**src/elh_pkg.sv**
```systemverilog
`timescale 1ns / 1ps

package elh_pkg;

    localparam int unsigned TRACKED_VECTORS_DEF = 10;
    localparam int unsigned HIST_VECTORS        = 16;
    localparam int unsigned ZONES               = 4;

    localparam int unsigned OP_W      = 2;
    localparam int unsigned VEC_W     = 8;
    localparam int unsigned TS_W      = 64;
    localparam int unsigned CNT_W     = 64;
    localparam int unsigned LIMIT_W   = 32;
    localparam int unsigned ZONE_W    = $clog2(ZONES);
    localparam int unsigned CFG_IDX_W = 2;

    localparam int unsigned HIST_IDX_W = $clog2(HIST_VECTORS);
    localparam int unsigned CNT_DEPTH  = HIST_VECTORS * ZONES;
    localparam int unsigned CNT_AW     = $clog2(CNT_DEPTH);

    localparam logic [OP_W-1:0] OP_RAISE = 2'd0;
    localparam logic [OP_W-1:0] OP_ENTRY = 2'd1;
    localparam logic [OP_W-1:0] OP_READ  = 2'd2;

    localparam logic [CFG_IDX_W-1:0] CFG_ZONE0_LIMIT = 2'd0;
    localparam logic [CFG_IDX_W-1:0] CFG_ZONE1_LIMIT = 2'd1;
    localparam logic [CFG_IDX_W-1:0] CFG_ZONE2_LIMIT = 2'd2;

    localparam logic [LIMIT_W-1:0] LIMIT0_RESET = 32'd10000;
    localparam logic [LIMIT_W-1:0] LIMIT1_RESET = 32'd100000;
    localparam logic [LIMIT_W-1:0] LIMIT2_RESET = 32'd1000000;

    localparam logic [ZONE_W-1:0] ZONE_0 = 2'd0;
    localparam logic [ZONE_W-1:0] ZONE_1 = 2'd1;
    localparam logic [ZONE_W-1:0] ZONE_2 = 2'd2;
    localparam logic [ZONE_W-1:0] ZONE_3 = 2'd3;

    localparam logic RESULT_ZONE  = 1'b0;
    localparam logic RESULT_COUNT = 1'b1;

    typedef struct packed {
        logic capture;
        logic ts_wr;
        logic ts_rd;
        logic lat_load;
        logic cnt_rd_read;
        logic cnt_rd_classify;
        logic cnt_wr;
        logic out_load;
    } t_dp_cmd;

    typedef struct packed {
        logic [OP_W-1:0] op;
        logic            tracked;
        logic            out_free;
    } t_dp_status;

endpackage

```
**src/elh_controller.sv**
```systemverilog
`timescale 1ns / 1ps

module elh_controller (
    input  logic                i_clk,
    input  logic                i_rst_n,
    input  logic                i_valid,
    output logic                o_ready,
    input  elh_pkg::t_dp_status i_status,
    output elh_pkg::t_dp_cmd    o_cmd
);
    import elh_pkg::*;

    typedef enum logic [2:0] {
        ST_IDLE,
        ST_DECODE,
        ST_LATENCY,
        ST_CLASSIFY,
        ST_UPDATE,
        ST_EMIT
    } t_state;

    t_state r_state;
    t_state n_state;

    assign o_ready = (r_state == ST_IDLE);

    always_comb begin
        n_state = r_state;
        o_cmd   = '0;
        case (r_state)
            ST_IDLE: begin
                if (i_valid) begin
                    o_cmd.capture = 1'b1;
                    n_state       = ST_DECODE;
                end
            end
            ST_DECODE: begin
                case (i_status.op)
                    OP_RAISE: begin
                        o_cmd.ts_wr = i_status.tracked;
                        n_state     = ST_IDLE;
                    end
                    OP_ENTRY: begin
                        if (i_status.tracked) begin
                            o_cmd.ts_rd = 1'b1;
                            n_state     = ST_LATENCY;
                        end else begin
                            n_state = ST_IDLE;
                        end
                    end
                    OP_READ: begin
                        o_cmd.cnt_rd_read = 1'b1;
                        n_state           = ST_EMIT;
                    end
                    default: begin
                        n_state = ST_IDLE;
                    end
                endcase
            end
            ST_LATENCY: begin
                o_cmd.lat_load = 1'b1;
                n_state        = ST_CLASSIFY;
            end
            ST_CLASSIFY: begin
                o_cmd.cnt_rd_classify = 1'b1;
                n_state               = ST_UPDATE;
            end
            ST_UPDATE: begin
                o_cmd.cnt_wr = 1'b1;
                n_state      = ST_EMIT;
            end
            ST_EMIT: begin
                if (i_status.out_free) begin
                    o_cmd.out_load = 1'b1;
                    n_state        = ST_IDLE;
                end
            end
            default: begin
                n_state = ST_IDLE;
            end
        endcase
    end

    always_ff @(posedge i_clk) begin
        if (!i_rst_n) begin
            r_state <= ST_IDLE;
        end else begin
            r_state <= n_state;
        end
    end

`ifndef ASSERT_OFF
    a_capture_to_decode: assert property (@(posedge i_clk) disable iff (!i_rst_n)
        o_cmd.capture |=> r_state == ST_DECODE)
        else $error("item capture not followed by decode");

    a_one_mem_op: assert property (@(posedge i_clk) disable iff (!i_rst_n)
        $onehot0({o_cmd.ts_wr, o_cmd.ts_rd, o_cmd.cnt_rd_read,
                  o_cmd.cnt_rd_classify, o_cmd.cnt_wr}))
        else $error("more than one memory access in a cycle");

    a_wr_after_rd: assert property (@(posedge i_clk) disable iff (!i_rst_n)
        o_cmd.cnt_wr |-> $past(o_cmd.cnt_rd_classify))
        else $error("counter write without preceding counter read");

    a_load_when_free: assert property (@(posedge i_clk) disable iff (!i_rst_n)
        o_cmd.out_load |-> i_status.out_free)
        else $error("output register overwritten while occupied");
`endif

endmodule

```
**config.mk**
```make
export PLATFORM = sky130hd
export DESIGN_NAME = elh_controller
export DESIGN_NICKNAME = d
export VERILOG_FILES = /design/src/elh_pkg.sv /design/src/elh_controller.sv
export SDC_FILE = /design/constraint.sdc
export NUM_CORES = 1
export LEC_CHECK = 0
export BUFFER_PORTS_ARGS = -buffer_cell sky130_fd_sc_hd__buf_2
export CAP_MARGIN = 10
export CORE_AREA = 2 2 39 41
export CTS_BUF_LIST = sky130_fd_sc_hd__clkbuf_4 sky130_fd_sc_hd__clkbuf_8
export DETAILED_ROUTE_END_ITERATION = 16
export DIE_AREA = 0 0 41 43
export GPL_TIMING_DRIVEN = 0
export PLACE_DENSITY = 0.55
export SYNTH_ARGS = -nofsm -noshare
export SYNTH_HDL_FRONTEND = slang
export SYNTH_SLANG_ARGS = --single-unit
export TNS_END_PERCENT = 50
```
**constraint.sdc**
```tcl
create_clock -name i_clk -period 2.3 [get_ports i_clk]
set_input_delay 0.46 -clock i_clk [delete_from_list [all_inputs] [get_ports i_clk]]
set_output_delay 0.46 -clock i_clk [all_outputs]
set_load 0.1 [all_outputs]
```
### Word level (Yosys, flattened, before mapping)

Cells that the tools add are included.
Widths: inputs -> output; s select.

| word-level totals | value |
|---|---|
| bits in latches | 0 |
| output and inout bits | 9 |
| logic and storage cells | 31 |
| flip-flop bits (word level) | 3 |
| input bits | 7 |
| memories | 0 |
| bits in writable memories | 0 |
| ROM bits | 0 |

| operators by class | value |
|---|---|
| muxes and demuxes | 18 |
| multipliers | 0 |
| $add $sub $neg | 0 |
| $lt $le $gt $ge | 0 |
| reduce and logical (&&, ||, !) cells | 3 |
| equality and inequality tests | 9 |
| divide/modulo/power cells | 0 |
| bitwise gates (word level) | 0 |
| shift-type cells | 0 |

Operator list:

| cell | number |
|---|---|
| $pmux 3 s6 | 1 |
| $mux 1 | 12 |
| $eq 3x2->1 const B | 2 |
| $eq 3x3->1 const B | 2 |
| $mux 3 | 2 |
| $pmux 3 s2 | 1 |
| $mux 2 | 2 |
| $ne 2x2->1 const B | 2 |
| $eq 3x1->1 const B | 1 |
| $logic_not 3->1 | 1 |
| $eq 2x1->1 const B | 1 |
| $eq 2x2->1 const B | 1 |
| $logic_not 2->1 | 1 |
| $reduce_and 2->1 | 1 |

### Depth between registers and ports, before layout

| logic depth | value |
|---|---|
| word-level depth | 3 |
| mapped depth | 5 |
| mapped depth without buffers | 5 |

### Worst setup path after synthesis

No wires, ideal clock.

| timing path | value |
|---|---|
| kind | input to output |
| from | input port i_status[2] (netlist name) |
| to | output port o_cmd[3] (netlist name) |
| cell stages on the path | 3 |
| setup slack | -1.778 ns |
| arrival | 3.618 ns |
| required time | 1.840 ns |
| cell sequence | inv_1 -> ha_1 -> nor4bb_1 |

RTL lines:

| element | line | text |
|---|---|---|
| from (decl) | elh_controller.sv:8 | `input elh_pkg::t_dp_status i_status,` |
| to (decl) | elh_controller.sv:9 | `output elh_pkg::t_dp_cmd o_cmd` |

==> impl_metrics.xml <==
<?xml version="1.0" encoding="UTF-8"?>
<metrics>
  <group name="power">
    <metric name="switching_power" unit="uW">106.9</metric>
    <metric name="swShare" unit="">0.4041</metric>
    <metric name="power.combinational.fraction" unit="">0.381</metric>
    <metric name="power_frac_seq" unit="">0.213</metric>
    <metric name="cellPowerDensity" unit="mW/mm2">607.5</metric>
    <metric name="power.share.clock" unit="">0.406</metric>
    <metric name="vdd_ir_drop_max" unit="uV">158.5</metric>
    <metric name="cell_internal_pwr" unit="uW">157.6</metric>
    <metric name="p_leak" unit="nW">0.2243</metric>
  </group>
  <group name="grt">
    <metric name="grt_max_degree" unit="">11</metric>
    <metric name="globalRouteOverflowTotal" unit="">0</metric>
    <metric name="antenna_found_initial" unit="">0</metric>
    <metric name="grt_first_pass_wirelength" unit="um">1124</metric>
    <metric name="grt_usage" unit="">0.1033</metric>
    <metric name="first_global_vias" unit="">270</metric>
  </group>
  <group name="final_layout">
    <metric name="area.sequential" unit="um2">60.06</metric>
    <metric name="final_layout_size_suffix_gt1_frac" unit="">0.5094</metric>
    <metric name="largest-register" unit="">r_state</metric>
    <metric name="mostFrequentLayoutCell" unit="">sky130_fd_sc_hd__buf_2</metric>
    <metric name="design_area" unit="um2">435.4</metric>
    <metric name="reg.largest.list" unit="">r_state (3)</metric>
    <metric name="num-nets-final" unit="">64</metric>
    <metric name="area.growth.synth_to_final" unit="%">45.61</metric>
    <metric name="diodes" unit="">0</metric>
    <metric name="largest_register_ffs" unit="">3</metric>
    <metric name="area_used_by_multi_input_combinational_logic" unit="um2">215.2</metric>
    <metric name="n_fill_cell" unit="">157</metric>
    <metric name="post-route-util" unit="">0.3146</metric>
    <metric name="layout_common_cells" unit="">16 x sky130_fd_sc_hd__buf_2, 4 x sky130_fd_sc_hd__clkbuf_4</metric>
  </group>
  <group name="critical_path">
    <metric name="critical_path_peak_fanout" unit="">3</metric>
    <metric name="critPathBufInv" unit="">3</metric>
    <metric name="critPathArrivalTime" unit="ns">1.56</metric>
    <metric name="timing.critical_path.required" unit="ns">1.84</metric>
    <metric name="crit_family" unit="">buffers and inverters</metric>
    <metric name="worst_r2r_startpoint" unit="">r_state[1]</metric>
    <metric name="timing.critical_path.from_type" unit="">input pin</metric>
    <metric name="worst_setup_path_startpoint" unit="">i_status[2]</metric>
    <metric name="timing.critical_path.slowest_stage_cell" unit="">sky130_fd_sc_hd__buf_2</metric>
    <metric name="critical-path-top-cell-by-count" unit="">sky130_fd_sc_hd__buf_2</metric>
    <metric name="critPathCaptureType" unit="">primary output</metric>
    <metric name="crit_type" unit="">in -&gt; out</metric>
    <metric name="critical-path-max-stage-delay" unit="ns">0.47</metric>
    <metric name="cp_cell_sequence" unit="">buf_2, inv_1, ha_1, nor4bb_2, buf_2</metric>
  </group>
  <group name="sta">
    <metric name="report.final.setup_viol" unit="">0</metric>
    <metric name="layout_worst_path_cycle_share" unit="">0.8770</metric>
    <metric name="timing.clock.skew" unit="ns">0.004661</metric>
    <metric name="final-hold-violation-count" unit="">0</metric>
    <metric name="setup_total_negative_slack" unit="ns">0</metric>
    <metric name="rsz0062_at_grt" unit="">false</metric>
    <metric name="max_clock_freq" unit="GHz">0.4957</metric>
    <metric name="number_of_pins_with_negative_max_slew_slack_in_the_final_report" unit="">0</metric>
    <metric name="worst_slew_margin_rel" unit="">0.6766</metric>
    <metric name="period_minus_slack" unit="ns">2.017</metric>
    <metric name="tightestPinTransition" unit="ns">0.4885</metric>
  </group>
  <group name="yosys">
    <metric name="synth_top_cells_by_area" unit="">sky130_fd_sc_hd__dfxtp_1 20%, sky130_fd_sc_hd__ha_1 13%, sky130_fd_sc_hd__and2_1 6.3%</metric>
    <metric name="ys.warnings.count" unit="">0</metric>
    <metric name="post_synth_num_cell_types" unit="">22</metric>
    <metric name="synth_largest_type_area_fraction" unit="">0.2008</metric>
    <metric name="seq_area_frac_synth" unit="">0.2008</metric>
    <metric name="synth.net_count" unit="">44</metric>
    <metric name="synth_top_area_cell" unit="">sky130_fd_sc_hd__dfxtp_1</metric>
    <metric name="netlist_instances" unit="">34</metric>
    <metric name="synth_area_per_cell" unit="um2">8.795</metric>
    <metric name="seq_cells_post_synth" unit="">3</metric>
    <metric name="netlist_area_before_placement" unit="um2">299.0</metric>
  </group>
  <group name="routing">
    <metric name="routed_via_density" unit="">4.261</metric>
    <metric name="drtAntennaViolNets" unit="">0</metric>
    <metric name="drt-total-wl" unit="um">628</metric>
    <metric name="post-route-drc-count" unit="">0</metric>
    <metric name="drtIter0Drc" unit="">1</metric>
    <metric name="vias" unit="">294</metric>
    <metric name="detailed_router_iteration_count_before_antenna_repair" unit="">2</metric>
    <metric name="wire_per_inst" unit="um">9.101</metric>
  </group>
  <group name="worst_hold_path">
    <metric name="hold_start" unit="">i_valid</metric>
    <metric name="worstHoldPathType" unit="">in -&gt; reg</metric>
  </group>
  <group name="cts">
    <metric name="cts_inserted_buffers" unit="">3</metric>
    <metric name="cts_resized" unit="">0</metric>
    <metric name="cts.root.buffer_cell" unit="">sky130_fd_sc_hd__clkbuf_4</metric>
    <metric name="cts_hold_repair.buffers" unit="">0</metric>
    <metric name="post_cts.repair.setup_buffers" unit="">0</metric>
    <metric name="cts_tree" unit="">built</metric>
    <metric name="h_tree_depth" unit="">1</metric>
    <metric name="clock-sinks" unit="">3</metric>
    <metric name="clock_path_buffers" unit="">2</metric>
    <metric name="worstSkewPairLatency" unit="ns">0.24</metric>
    <metric name="path_clk_slew" unit="ns">0.04</metric>
  </group>
  <group name="placement">
    <metric name="numPortBuffers" unit="">15</metric>
    <metric name="placement.cell_area" unit="um2">405.4</metric>
    <metric name="globalplace.congestion" unit="">0.7483</metric>
  </group>
  <group name="floorplan">
    <metric name="start_util" unit="">0.2161</metric>
    <metric name="design.core.area" unit="mm2">0.001384</metric>
    <metric name="die-area" unit="mm2">0.001763</metric>
    <metric name="die_y" unit="um">43</metric>
    <metric name="top_level_ports" unit="">16</metric>
    <metric name="core.rowCount" unit="">14</metric>
    <metric name="die_w" unit="um">41</metric>
  </group>
  <group name="run">
    <metric name="max-cap-violations" unit="">0</metric>
  </group>
  <group name="status">
    <metric name="status" unit="">completed</metric>
  </group>
</metrics>
cell type report:
| cell class | count | share of cell area |
|---|---|---|
| Inverter | 3 | 0.02586 |
| Multi-Input combinational cell | 25 | 0.4943 |
| Buffer | 3 | 0.05460 |
| Tap cell | 16 | 0.04598 |
| Timing Repair Buffer | 15 | 0.1724 |
| Sequential cell | 3 | 0.1379 |
| Clock buffer | 4 | 0.06897 |
power groups by stage:
| stage | Combinational [mW] | Clock [mW] | Sequential (mW) |
|---|---|---|---|
| 6_report | 0.101 | 0.108 | 0.0563 |
| 3_3_place_gp | 0.101 | 0 | 0.0571 |
| 4_1_cts | 0.102 | 0.111 | 0.0563 |
| 5_1_grt | 0.108 | 0.124 | 0.0567 |
| 3_5_place_dp | 0.102 | 0 | 0.0571 |
| 2_1_floorplan | 0.0843 | 0 | 0.0569 |
layer usage:
layer  up-vias  track usage  part of all wire
li1        155            -                 -
met1       126       0.1218              0.45
met2        13       0.1188              0.47
met3         0      0.04712             0.078
met4         0       0.1200                 0
met5         -            0                 0
worst reg2reg max path, stage by stage, from the launching register on:
cell and delay, ns:
sky130_fd_sc_hd__dfxtp_1 0.31, sky130_fd_sc_hd__buf_6 0.14, sky130_fd_sc_hd__and4bb_1 0.22, sky130_fd_sc_hd__a31oi_1 0.18, sky130_fd_sc_hd__nor2b_1 0.06
cells in the mapped netlist:
master	count
sky130_fd_sc_hd__nor3b_1	2
sky130_fd_sc_hd__buf_4	1
sky130_fd_sc_hd__nor2b_1	1
sky130_fd_sc_hd__o21ai_0	2
sky130_fd_sc_hd__nor3_4	1
sky130_fd_sc_hd__and3b_1	1
sky130_fd_sc_hd__a21boi_1	1
sky130_fd_sc_hd__nand2_1	3
sky130_fd_sc_hd__or2_1	1
sky130_fd_sc_hd__buf_2	1
sky130_fd_sc_hd__a221oi_2	1
sky130_fd_sc_hd__a21oi_1	1
sky130_fd_sc_hd__and4bb_1	1
sky130_fd_sc_hd__and2_1	3
sky130_fd_sc_hd__a31oi_1	1
sky130_fd_sc_hd__o21ai_1	1
sky130_fd_sc_hd__nor4bb_1	1
sky130_fd_sc_hd__ha_1	3
sky130_fd_sc_hd__nor3b_2	1
sky130_fd_sc_hd__buf_6	1
sky130_fd_sc_hd__dfxtp_1	3
sky130_fd_sc_hd__inv_1	3
metrics by stage:
stage	std cells	total power, mW	worst slack (ns)	hold WS [ns]
after floorplan	34	0.1412	-0.8924	0.5661
after CTS	69	0.2691	0.2807	0.4666
after global placement	65	0.1579	0.2807	0.6030
after detailed placement	65	0.1587	0.2862	0.6072
after global routing	69	0.2890	0.1814	0.4574
final	69	0.2645	0.2828	0.4747
path summary, 6_finish.rpt:
| check | end | slack [ns] | cells after the start |
|---|---|---|---|
| worst max-delay path | o_cmd[3] | 0.28 | 5 |
| worst min-delay path | r_state[0] | 0.47 | 3 |
| worst max register to register | r_state[1] | 1.28 | 4 |
| worst min register to register | r_state[0] | 0.61 | 2 |
cell families after synthesis:
kind of cell    count (synthesis)  share of synthesized area
flops                           3                     0.2008
fa+ha+maj                       3                     0.1255
buf+inv                         6                     0.1171
compound gates                  7                     0.1632
simple gates                   15                     0.3933
(Power assumes the default switching activity.)
